### config.mk
export PLATFORM = sky130hd
export DESIGN_NAME = gse_div
export DESIGN_NICKNAME = d
export VERILOG_FILES = /design/src/sv/gse_pkg.sv /design/src/sv/gse_div.sv
export SDC_FILE = /design/constraint.sdc
export NUM_CORES = 1
export LEC_CHECK = 0
export BUFFER_PORTS_ARGS = -buffer_cell sky130_fd_sc_hd__buf_2
export CORE_MARGIN = 8
export CORE_UTILIZATION = 45
export DETAILED_ROUTE_END_ITERATION = 16
export MAX_ROUTING_LAYER = met4
export PLACE_DENSITY = 0.69
export SLEW_MARGIN = 10
export SYNTH_ARGS = -nofsm -noshare
export SYNTH_HDL_FRONTEND = slang
export SYNTH_SLANG_ARGS = --single-unit
### constraint.sdc
create_clock -name clk -period 4.6 [get_ports clk]
set_input_delay 0.92 -clock clk [delete_from_list [all_inputs] [get_ports clk]]
set_output_delay 0.92 -clock clk [all_outputs]
set_load 0.03 [all_outputs]
### src/sv/gse_pkg.sv
// Shared types, constants and codes for the gait stance estimator.
// Used by every other file of the block; depends on nothing.
package gse_pkg;

    localparam int WINDOW_MAX = 16;
    localparam int IDX_W      = $clog2(WINDOW_MAX);
    localparam int CNT_W      = $clog2(WINDOW_MAX + 1);
    localparam int VAL_W      = 36;
    localparam int MED_W      = VAL_W + 1;
    localparam int TIME_W     = 48;
    localparam int FRAC_W     = 17;
    localparam int MS_W       = 16;
    localparam int NS_PER_MS  = 1000000;

    localparam logic [1:0] NOTE_NONE   = 2'd0;
    localparam logic [1:0] NOTE_GAP    = 2'd1;
    localparam logic [1:0] NOTE_CYCLE  = 2'd2;
    localparam logic [1:0] NOTE_STANCE = 2'd3;

    localparam logic [2:0] CFG_WINDOW_LEN = 3'd0;
    localparam logic [2:0] CFG_WARMUP     = 3'd1;
    localparam logic [2:0] CFG_GAP        = 3'd2;
    localparam logic [2:0] CFG_CYCLE_MIN  = 3'd3;
    localparam logic [2:0] CFG_CYCLE_MAX  = 3'd4;
    localparam logic [2:0] CFG_STANCE_MIN = 3'd5;
    localparam logic [2:0] CFG_STANCE_MAX = 3'd6;
    localparam logic [2:0] CFG_CADENCE    = 3'd7;

    typedef enum logic [1:0] {CELL_HOLD, CELL_LOAD, CELL_SHIFT} cell_op_t;

    typedef enum logic [2:0] {ROW_IDLE, ROW_PUSH, ROW_TRIM, ROW_POP, ROW_CLEAR} row_op_t;

    typedef struct packed {
        row_op_t          op;
        logic             med_clr;
        logic             med_step;
        logic [IDX_W-1:0] sel;
    } row_ctl_t;

    typedef struct packed {
        logic [CNT_W-1:0] count;
        logic [VAL_W-1:0] newest;
        logic [MED_W-1:0] med2;
    } row_stat_t;

    typedef enum logic [3:0] {
        ST_IDLE, ST_THR, ST_EVAL, ST_DIV, ST_FPUSH, ST_TRIM,
        ST_MED, ST_CAD, ST_CHOOSE, ST_MUL0, ST_MUL1, ST_MUL2, ST_OUT
    } state_t;

endpackage

### src/sv/gse_div.sv
// Restoring divider for the stance fraction, one quotient bit per cycle.
// Depends on gse_pkg.
module gse_div (
    input  logic                       clk,
    input  logic                       rst_n,
    input  logic                       start,
    input  logic [gse_pkg::VAL_W-1:0]  dividend,
    input  logic [gse_pkg::VAL_W-1:0]  divisor,
    output logic                       done,
    output logic [gse_pkg::FRAC_W-1:0] quot
);
    import gse_pkg::*;

    localparam int QB = FRAC_W - 1;

    logic [VAL_W-1:0] rem_reg;
    logic [VAL_W-1:0] dsr_reg;
    logic [QB-1:0]    q_reg;
    logic [4:0]       cnt_reg;
    logic             busy_reg;
    logic             done_reg;
    logic             sat_reg;
    logic [VAL_W:0]   rem2;
    logic [VAL_W:0]   diff;

    assign rem2 = {rem_reg, 1'b0};
    assign diff = rem2 - {1'b0, dsr_reg};

    always_ff @(posedge clk or negedge rst_n)
    begin
        if (!rst_n)
        begin
            busy_reg <= 1'b0;
            done_reg <= 1'b0;
            cnt_reg  <= '0;
        end
        else if (start)
        begin
            busy_reg <= (dividend < divisor);
            done_reg <= (dividend >= divisor);
            cnt_reg  <= 5'(QB);
        end
        else if (busy_reg)
        begin
            cnt_reg <= cnt_reg - 1'b1;
            if (cnt_reg == 5'd1)
            begin
                busy_reg <= 1'b0;
                done_reg <= 1'b1;
            end
        end
        else
        begin
            done_reg <= 1'b0;
        end
    end

    always_ff @(posedge clk)
    begin
        if (start)
        begin
            sat_reg <= (dividend >= divisor);
            rem_reg <= dividend;
            dsr_reg <= divisor;
            q_reg   <= '0;
        end
        else if (busy_reg)
        begin
            if (rem2 >= {1'b0, dsr_reg})
            begin
                rem_reg <= diff[VAL_W-1:0];
                q_reg   <= {q_reg[QB-2:0], 1'b1};
            end
            else
            begin
                rem_reg <= rem2[VAL_W-1:0];
                q_reg   <= {q_reg[QB-2:0], 1'b0};
            end
        end
    end

    assign done = done_reg;
    assign quot = sat_reg ? FRAC_W'(1 << QB) : {1'b0, q_reg};

endmodule

==> out/metrics.cfg <==
[die]
io_pins=93
fp.coreArea_um2=15600
die-area_um2=20000
die_h_um=141
rows=46
start_util_pct=45.3
die_w_um=141

[pwr]
power_leakage_nw=3.75
ir_drop_mv=0.218
cellPowerDensity_nw_per_um2=555

[synth]
ys_types=70
syn_inst=753
synth_xor_area_share_pct=4.34
yosysSeqAreaShare_pct=38.0
synth_compound_area_share_pct=15.9
synth.ff_latch_count=96
async_flop_share_pct=7.29
yosys.area_share.simple_pct=15.2
synth_fa_ha_area_share_pct=13.4
syn_avg_cell_area_um2=9.38
synth_fp_nets=903
synth_top_family_by_area=compound AO/OA/AOI/OAI gates
synth.area.mux_share_pct=6.68
synth_flop_cell=edfxtp_1
syn_area_um2=7070
yosysWarnings=0
synth_edf_count=73

[detailed_routing]
vias_per_cell=5.19
vias=5467
drt-initial-drc-count=392
first_pass_iters=5
wl_per_cell_um=15.3
ant_nets=0
wl_um=16100
drc_errors=0

[clock_tree]
cts_root_buf=clkbuf_16
clk_pin_slew_worst_paths_ns=0.07
cts_resized=0
cts_tree=built
cts_setup_buffers=0
cts_buffers=9
cts_hold_buf=0
clockBufferDepth=2
cts_sinks=96
cts.htree.levels=3
clock_latency_ns=0.36

[layout]
fin_nets=982
multi_input_area_um2=3920
n_fill_cell=1461
final_cell_area_um2=8000
antenna_cells=0
ff_latch_area_um2=2690
drive_above_1_share_pct=15.9
syn_to_final_growth_pct=13.3

[critical_path]
arrival_ns=3.78
required_ns=4.81
max_stage_delay_ns=0.64
reg2reg_depth=11
start_kind=flop
crit_family=compound AO/OA/AOI/OAI gates
reg2reg_slack_ns=1.03
crit_fanout=18
r2r_end=rem_reg[1]
slowest_stage=a22oi_4
regToRegStartpoint=rem_reg[8]
end_kind=flop
crit_chain=ha_1 > and3_1 > o211ai_2 > a21oi_4 > a21oi_4 > o311ai_4 > nand2_2 > a22oi_4 > buf_4 > mux2_1 > o21ai_1
worstSetupPathType=reg -> reg
crit_buf_inv=1
cpMostUsedCell=a21oi_4

[sta]
hold_viol=0
final.setup.tns_ns=0
finalCritPeriodShare_pct=77.7
tightest_slew_ns=0.985
setup_viol=0
fin_ws_ns=1.03
slew_headroom_pct=34.3
rsz0062_at_grt=no
min_period_ns=3.57
slew_viol_final=0
timing.clock.skew_ns=0.00707
max_freq_mhz=280

[global_routing]
antenna_found_initial=0
grt_usage_pct=17.3
grt_max_degree=70
grt_pass1_vias=5643
gr-total-overflow=0
grt_pass1_wl_um=27200

[place]
post-place-ws_ns=1.02
io_buffers=92
gp_congestion=0.879
place_hpwl_um=12500
placed_cell_area_um2=7690

[run]
cap_violations=0

[status]
outcome=complete, no violations

[worst_hold_path]
hold_path.class=in -> async

==> per-stage QoR <==
| stage | cells | total power, mW | hold slack (ns) | utilization (%) |
|---|---|---|---|---|
| 3_3_place_gp | 1037 | 3.65 | 0.470 | 49.3 |
| 2_1_floorplan | 753 | 3.22 | 0.452 | - |
| 5_1_grt | 1053 | 4.79 | 0.382 | 51.3 |
| 3_5_place_dp | 1037 | 3.67 | 0.485 | 49.3 |
| 4_1_cts | 1053 | 4.46 | 0.382 | 51.3 |
| 6_report | 1053 | 4.44 | 0.389 | 51.3 |
==> worst max-delay path by stage <==
stage	endpoint	cells after the start	startpoint
floorplan	done	11	divisor[29]
global placement	rem_reg[1]	11	rem_reg[8]
detailed placement	rem_reg[1]	11	rem_reg[8]
CTS	rem_reg[1]	11	rem_reg[8]
global route	rem_reg[1]	11	rem_reg[8]
finish	rem_reg[1]	11	rem_reg[8]
==> cell type report <==
cell class / count / area share [%]
Timing Repair Buffer: 97 / 6.25
Clock inverter: 5 / 0.547
Clock buffer: 11 / 3.30
Tap cell: 216 / 3.38
Multi-Input combinational cell: 544 / 49.0
Inverter: 84 / 3.94
Sequential cell: 96 / 33.6
==> cells in the final DEF (no fill, tap or decap), types with 6 or more instances in the layout <==
master | synthesis | routed
mux2i_1 | 46 | 46
nand4_1 | 17 | 17
buf_4 | 1 | 6
nand2b_1 | 7 | 7
inv_1 | 83 | 83
a21oi_1 | 41 | 41
dfxtp_1 | 16 | 16
o21a_1 | 6 | 6
nor2b_1 | 20 | 20
nand2_1 | 64 | 64
xor2_1 | 11 | 11
ha_1 | 74 | 74
xnor2_1 | 24 | 24
buf_2 | 5 | 91
clkbuf_16 | 0 | 10
a21o_1 | 24 | 24
o21ai_0 | 27 | 27
nor3_1 | 10 | 10
nor2_1 | 57 | 57
edfxtp_1 | 73 | 73
o21ai_1 | 25 | 25
nand3_1 | 12 | 12
dfrtp_1 | 7 | 7
==> synthesized netlist by cell type (4+ instances only) <==
master,count,area [um2]
a211oi_1,4,30.0
a21o_1,24,180
a21oi_1,41,205
and2_1,5,31.3
and3_1,4,25.0
buf_2,5,25.0
clkbuf_1,17,63.8
dfrtp_1,7,175
dfxtp_1,16,320
edfxtp_1,73,2190
ha_1,74,926
inv_1,83,312
mux2i_1,46,460
nand2_1,64,240
nand2b_1,7,43.8
nand3_1,12,60.1
nand4_1,17,106
nor2_1,57,214
nor2b_1,20,125
nor3_1,10,50.1
nor4_1,5,31.3
o211ai_1,4,30.0
o21a_1,6,45.0
o21ai_0,27,135
o21ai_1,25,125
o21bai_1,5,37.5
o311ai_1,4,35.0
or2_2,4,25.0
xnor2_1,24,210
xor2_1,11,96.3
==> layer usage <==
layer	vias up	GRT usage, %	part of all wire, %
li1	2839	-	-
met1	2539	21.6	47
met2	79	28.6	49
met3	10	2.79	2.8
met4	0	5.15	1.2
met5	-	-	0
==> where the power goes <==
part           internal [mW]  total (mW)  leakage, nW  switching [mW]
Clock                  0.422       0.771        0.152           0.349
Sequential              1.18        1.30        0.948           0.111
Combinational           1.03        2.37         2.65            1.34
==> cell families (layout without fill, tap and decap cells) <==
logic type / after synthesis / count (layout)
simple gates: 218 / 218
compound gates: 169 / 169
buf+inv: 113 / 197
flops: 96 / 96
fa+ha+maj: 75 / 75
mux: 47 / 47
xor+xnor: 35 / 35
(Power assumes the default switching activity.)
