===== src/sv/gse_pkg.sv =====
// Shared types, constants and codes for the gait stance estimator.
// Used by every other file of the block; depends on nothing.
package gse_pkg;

    localparam int WINDOW_MAX = 16;
    localparam int IDX_W      = $clog2(WINDOW_MAX);
    localparam int CNT_W      = $clog2(WINDOW_MAX + 1);
    localparam int VAL_W      = 36;
    localparam int MED_W      = VAL_W + 1;
    localparam int TIME_W     = 48;
    localparam int FRAC_W     = 17;
    localparam int MS_W       = 16;
    localparam int NS_PER_MS  = 1000000;

    localparam logic [1:0] NOTE_NONE   = 2'd0;
    localparam logic [1:0] NOTE_GAP    = 2'd1;
    localparam logic [1:0] NOTE_CYCLE  = 2'd2;
    localparam logic [1:0] NOTE_STANCE = 2'd3;

    localparam logic [2:0] CFG_WINDOW_LEN = 3'd0;
    localparam logic [2:0] CFG_WARMUP     = 3'd1;
    localparam logic [2:0] CFG_GAP        = 3'd2;
    localparam logic [2:0] CFG_CYCLE_MIN  = 3'd3;
    localparam logic [2:0] CFG_CYCLE_MAX  = 3'd4;
    localparam logic [2:0] CFG_STANCE_MIN = 3'd5;
    localparam logic [2:0] CFG_STANCE_MAX = 3'd6;
    localparam logic [2:0] CFG_CADENCE    = 3'd7;

    typedef enum logic [1:0] {CELL_HOLD, CELL_LOAD, CELL_SHIFT} cell_op_t;

    typedef enum logic [2:0] {ROW_IDLE, ROW_PUSH, ROW_TRIM, ROW_POP, ROW_CLEAR} row_op_t;

    typedef struct packed {
        row_op_t          op;
        logic             med_clr;
        logic             med_step;
        logic [IDX_W-1:0] sel;
    } row_ctl_t;

    typedef struct packed {
        logic [CNT_W-1:0] count;
        logic [VAL_W-1:0] newest;
        logic [MED_W-1:0] med2;
    } row_stat_t;

    typedef enum logic [3:0] {
        ST_IDLE, ST_THR, ST_EVAL, ST_DIV, ST_FPUSH, ST_TRIM,
        ST_MED, ST_CAD, ST_CHOOSE, ST_MUL0, ST_MUL1, ST_MUL2, ST_OUT
    } state_t;

endpackage


===== src/sv/gse_cell.sv =====
// One window cell: holds a sample, shifts toward the oldest end, ranks itself.
// Depends on gse_pkg.
module gse_cell (
    input  logic                     clk,
    input  gse_pkg::cell_op_t        op,
    input  logic [gse_pkg::VAL_W-1:0] din,
    input  logic [gse_pkg::VAL_W-1:0] nb,
    input  logic [gse_pkg::VAL_W-1:0] cand,
    input  logic                     valid,
    output logic [gse_pkg::VAL_W-1:0] val,
    output logic                     lt,
    output logic                     le
);
    import gse_pkg::*;

    logic [VAL_W-1:0] val_reg;

    always_ff @(posedge clk)
    begin
        unique case (op)
            CELL_LOAD:  val_reg <= din;
            CELL_SHIFT: val_reg <= nb;
            default:    val_reg <= val_reg;
        endcase
    end

    assign val = val_reg;
    assign lt  = valid && (val_reg < cand);
    assign le  = valid && (val_reg <= cand);

endmodule


===== src/sv/gse_row.sv =====
// A window of samples as a row of cells, with its fill count and median sweep.
// Depends on gse_pkg and gse_cell.
module gse_row (
    input  logic                      clk,
    input  logic                      rst_n,
    input  gse_pkg::row_ctl_t         ctl,
    input  logic [gse_pkg::VAL_W-1:0] din,
    output gse_pkg::row_stat_t        stat
);
    import gse_pkg::*;

    logic [CNT_W-1:0]      count_reg;
    logic [VAL_W-1:0]      lo_reg;
    logic [VAL_W-1:0]      hi_reg;
    logic [VAL_W-1:0]      vals [WINDOW_MAX];
    logic [WINDOW_MAX-1:0] lts;
    logic [WINDOW_MAX-1:0] les;
    cell_op_t              ops [WINDOW_MAX];
    logic [VAL_W-1:0]      cand;
    logic [CNT_W-1:0]      lt_cnt;
    logic [CNT_W-1:0]      le_cnt;
    logic [CNT_W-1:0]      k1;
    logic [CNT_W-1:0]      k2;
    logic [CNT_W-1:0]      count_m1;
    logic                  full;

    assign full     = (count_reg == CNT_W'(WINDOW_MAX));
    assign cand     = vals[ctl.sel];
    assign count_m1 = count_reg - 1'b1;

    always_comb
    begin
        for (int j = 0; j < WINDOW_MAX; j++)
        begin
            ops[j] = CELL_HOLD;
            if (ctl.op == ROW_PUSH)
            begin
                if (full)
                    ops[j] = (j == WINDOW_MAX - 1) ? CELL_LOAD : CELL_SHIFT;
                else if (count_reg == CNT_W'(j))
                    ops[j] = CELL_LOAD;
            end
            else if (ctl.op == ROW_TRIM)
            begin
                ops[j] = CELL_SHIFT;
            end
        end
    end

    for (genvar j = 0; j < WINDOW_MAX; j++)
    begin : g_cell
        logic [VAL_W-1:0] nb;
        if (j == WINDOW_MAX - 1)
        begin : g_last
            assign nb = din;
        end
        else
        begin : g_mid
            assign nb = vals[j+1];
        end
        gse_cell u_cell (
            .clk   (clk),
            .op    (ops[j]),
            .din   (din),
            .nb    (nb),
            .cand  (cand),
            .valid (CNT_W'(j) < count_reg),
            .val   (vals[j]),
            .lt    (lts[j]),
            .le    (les[j])
        );
    end

    assign lt_cnt = CNT_W'($countones(lts));
    assign le_cnt = CNT_W'($countones(les));
    assign k1     = count_m1 >> 1;
    assign k2     = count_reg >> 1;

    always_ff @(posedge clk or negedge rst_n)
    begin
        if (!rst_n)
        begin
            count_reg <= '0;
        end
        else
        begin
            unique case (ctl.op)
                ROW_PUSH:  count_reg <= full ? count_reg : count_reg + 1'b1;
                ROW_TRIM,
                ROW_POP:   count_reg <= (count_reg != '0) ? count_m1 : count_reg;
                ROW_CLEAR: count_reg <= '0;
                default:   count_reg <= count_reg;
            endcase
        end
    end

    // The candidate is the k-th smallest when at most k entries lie below
    // it and more than k lie at or below it.
    always_ff @(posedge clk)
    begin
        if (ctl.med_clr)
        begin
            lo_reg <= '0;
            hi_reg <= '0;
        end
        else if (ctl.med_step && ({1'b0, ctl.sel} < count_reg))
        begin
            if (lt_cnt <= k1 && k1 < le_cnt)
                lo_reg <= cand;
            if (lt_cnt <= k2 && k2 < le_cnt)
                hi_reg <= cand;
        end
    end

    assign stat.count  = count_reg;
    assign stat.newest = vals[count_m1[IDX_W-1:0]];
    assign stat.med2   = MED_W'(lo_reg) + MED_W'(hi_reg);

endmodule


===== config.mk =====
export PLATFORM = sky130hd
export DESIGN_NAME = gse_row
export DESIGN_NICKNAME = d
export VERILOG_FILES = /design/src/sv/gse_pkg.sv /design/src/sv/gse_cell.sv /design/src/sv/gse_row.sv
export SDC_FILE = /design/constraint.sdc
export NUM_CORES = 2
export LEC_CHECK = 0
export BUFFER_PORTS_ARGS = -buffer_cell sky130_fd_sc_hd__buf_2
export CORE_ASPECT_RATIO = 1.25
export CORE_MARGIN = 5
export CORE_UTILIZATION = 58
export DETAILED_ROUTE_END_ITERATION = 8
export HOLD_SLACK_MARGIN = 0.1
export PLACE_DENSITY = 0.78
export SKIP_CTS_REPAIR_TIMING = 1
export SKIP_LAST_GASP = 1
export SLEW_MARGIN = 20
export SYNTH_ARGS = -nofsm -noshare
export SYNTH_HDL_FRONTEND = slang
export SYNTH_SLANG_ARGS = --single-unit

===== constraint.sdc =====
create_clock -name clk -period 7.91 [get_ports clk]
set_clock_uncertainty 0.1 [all_clocks]
set_input_delay 1.1865 -clock clk [delete_from_list [all_inputs] [get_ports clk]]
set_output_delay 1.1865 -clock clk [all_outputs]
set_load 0.02 [all_outputs]

==> impl_metrics.ini <==
[outcome]
outcome = finished with violations
violations = setup timing

[critical_path]
cp_max_fo = 6
end_kind = register
cp_top_family = adder cells
path_common_cell = fa_1
cp_data_required_time_ns = 8.38
arrival_ns = 9.06
path_buf_inv = 9
startpoint_type = primary input
slowest_stage = mux4_2
ff2ff_setup_slack_ns = -0.17
crit_type = primary input to register
critical-path-max-stage-delay_ns = 0.57

[pwr]
ir_drop_uv = 851
p_int_w = 0.0137
switching_share_pct = 44.5
p_leak_nw = 28.2
power_frac_seq_pct = 17.5
power.density_mw_per_mm2 = 398
comb_power_share_pct = 68.4
pwr-share-clk_pct = 14.1
switching_power_w = 0.0110

[clock_network]
clock_sinks = 653
cts_tree = done
numCtsBuffers = 73
cts_max_level = 3
cts_root_buf = clkbuf_16
clk_latency_ns = 0.67
cts_buffer_depth = 3
clkTransAtPathRegs_ns = 0.06

[synth]
yosys-top-cells-area = edfxtp_1 34%, ha_1 16%, mux4_2 14%
synth_top_area_share_pct = 34.4
ys_types = 74
syn_area_mm2 = 0.0503
avgSynthCellArea_um2 = 11.9
synth_top_cell_by_area = edfxtp_1
syn_inst = 4228
yosysSeqAreaShare_pct = 37.5
yosys_warnings = 0
synth-main-ff-cell = edfxtp_1
synth_nets = 4938
async_flop_share_pct = 0.766
synth_edf_count = 576
synth-seq-cells = 653

[cells_and_area]
final_common_cell = buf_4
fin_area_mm2 = 0.0620
largest_register_ffs = 576
fillers = 5785
area_delta_synth_final_pct = 23.2
instances_no_fill = 6287
final_cell_mix = 817 x buf_4, 630 x ha_1, 604 x a21o_1
finalCoreUtilization_pct = 72.2
final_nets = 5767
drive_above_1_share_pct = 31.9

[detailed_routing]
drtAntennaViolNets = 0
drt-pass1-iter-count = 6
drc = 0
vias = 45000
vias_per_cell = 7.16
drtIter0Drc = 6633
post_drt_wl_per_cell_um = 31.7
finalWirelength_mm = 199

[timing]
fmax_mhz = 116
whs_ns = 0.233
relSlewSlack_pct = 26.3
slew_violations = 0
layout_min_cycle_time_ns = 8.59
rsz0062_at_grt = true
fin_tns_setup_ns = -44.03
setup_viol = 72
tightestPinTransition_ns = 1.11
setup_ws_ns = -0.682
hold_viol_final = 0
final.period_utilization_pct = 109

[floorplanning]
die_x_um = 274
start_util_pct = 58.6
fp-row-count = 120
ios = 125
die_y_um = 339
dieArea_mm2 = 0.0928
core-area_mm2 = 0.0859

[placement]
port-buffer-count = 124
postPlaceCellArea_mm2 = 0.0582
gp_congestion = 1.06
hpwlAfterDp_mm = 141
dp.cells = 6081

[global_route]
track_usage_pct = 40.9
antenna_found_initial = 13
grt_pass1_vias = 43700
grt_pass1_wl_mm = 284
grt_start_max_net_pins = 109
globalRouteOverflowTotal = 0

[min_path]
hold_class = primary input to asynchronous set/reset pin

[run]
max-cap-violations = 0
[path summary, 6_finish.rpt]
check                               end  cells past startpoint                startpoint
setup / recovery              hi_reg[1]                     30                    ctl[0]
hold / removal             count_reg[3]                      1                     rst_n
setup reg to reg              hi_reg[1]                     29  g_cell[0].u_cell.val[27]
hold reg to reg               hi_reg[0]                      2                 hi_reg[0]
max in group asynchronous  count_reg[0]                      1                     rst_n
min in group clk              hi_reg[0]                      2                 hi_reg[0]
[cell type report]
cell class / count / area [µm²] / share of cell area [%]
multi-input combinational: 3198 / 30500 / 49.2
sequential: 653 / 18900 / 30.4
timing repair buffer: 1020 / 8280 / 13.4
clock buffer: 90 / 1970 / 3.18
tap: 1159 / 1450 / 2.34
inverter: 111 / 482 / 0.777
clock inverter: 42 / 389 / 0.628
antenna: 14 / 35.0 / 0.0565
[per-layer routing]
layer  GRT usage, %  up-vias  share of wire, %
met1           51.1    21700                33
met4           26.3        4               9.3
met3           11.3     1050                14
met5              0        -             0.014
li1               -    18400                 -
met2           62.7     3832                44
[Yosys cell counts, types with 21 or more instances]
library cell and number:
nor3_1 32, clkbuf_1 107, and2_0 22, o211ai_1 29, nand2_1 261, and2_1 21
mux2i_1 72, mux2_2 36, buf_1 21, a211oi_1 38, nand4_1 110, o21ai_0 123
nor2_1 91, nor2b_1 41, edfxtp_1 576, nand3_1 58, and3_1 60, ha_1 642
inv_1 104, a21o_1 604, a31oi_1 51, nand2b_1 116, fa_1 21, dfxtp_1 72
buf_2 122, a21oi_1 234, mux4_2 324
[kinds of logic after synthesis]
family | after synthesis | share of synthesized area [%]
buffers and inverters | 377 | 3.25
muxes | 432 | 16.7
adders and majority gates | 663 | 16.8
AOI/OAI and AO/OA | 1202 | 16.2
and+or+nand+nor | 863 | 8.86
DFF | 653 | 37.5
xor gates and xnor gates | 38 | 0.661
[metrics by stage]
stage / setup WS, ns / total power, W
final: -0.682 / 0.0247
after global routing: -0.877 / 0.0257
after CTS: -0.976 / 0.0212
after detailed placement: -1.59 / 0.0177
after global placement: -1.56 / 0.0175
after floorplan: -0.633 / 0.0137
[power by group through the flow]
| stage | combinational [W] | clock, W | sequential (W) |
|---|---|---|---|
| 2_1_floorplan | 0.00933 | 0 | 0.00433 |
| 3_3_place_gp | 0.0131 | 0 | 0.00436 |
| 3_5_place_dp | 0.0134 | 0 | 0.00437 |
| 4_1_cts | 0.0134 | 0.00347 | 0.00430 |
| 5_1_grt | 0.0177 | 0.00364 | 0.00433 |
| 6_report | 0.0169 | 0.00348 | 0.00431 |
(Power assumes the default switching activity.)
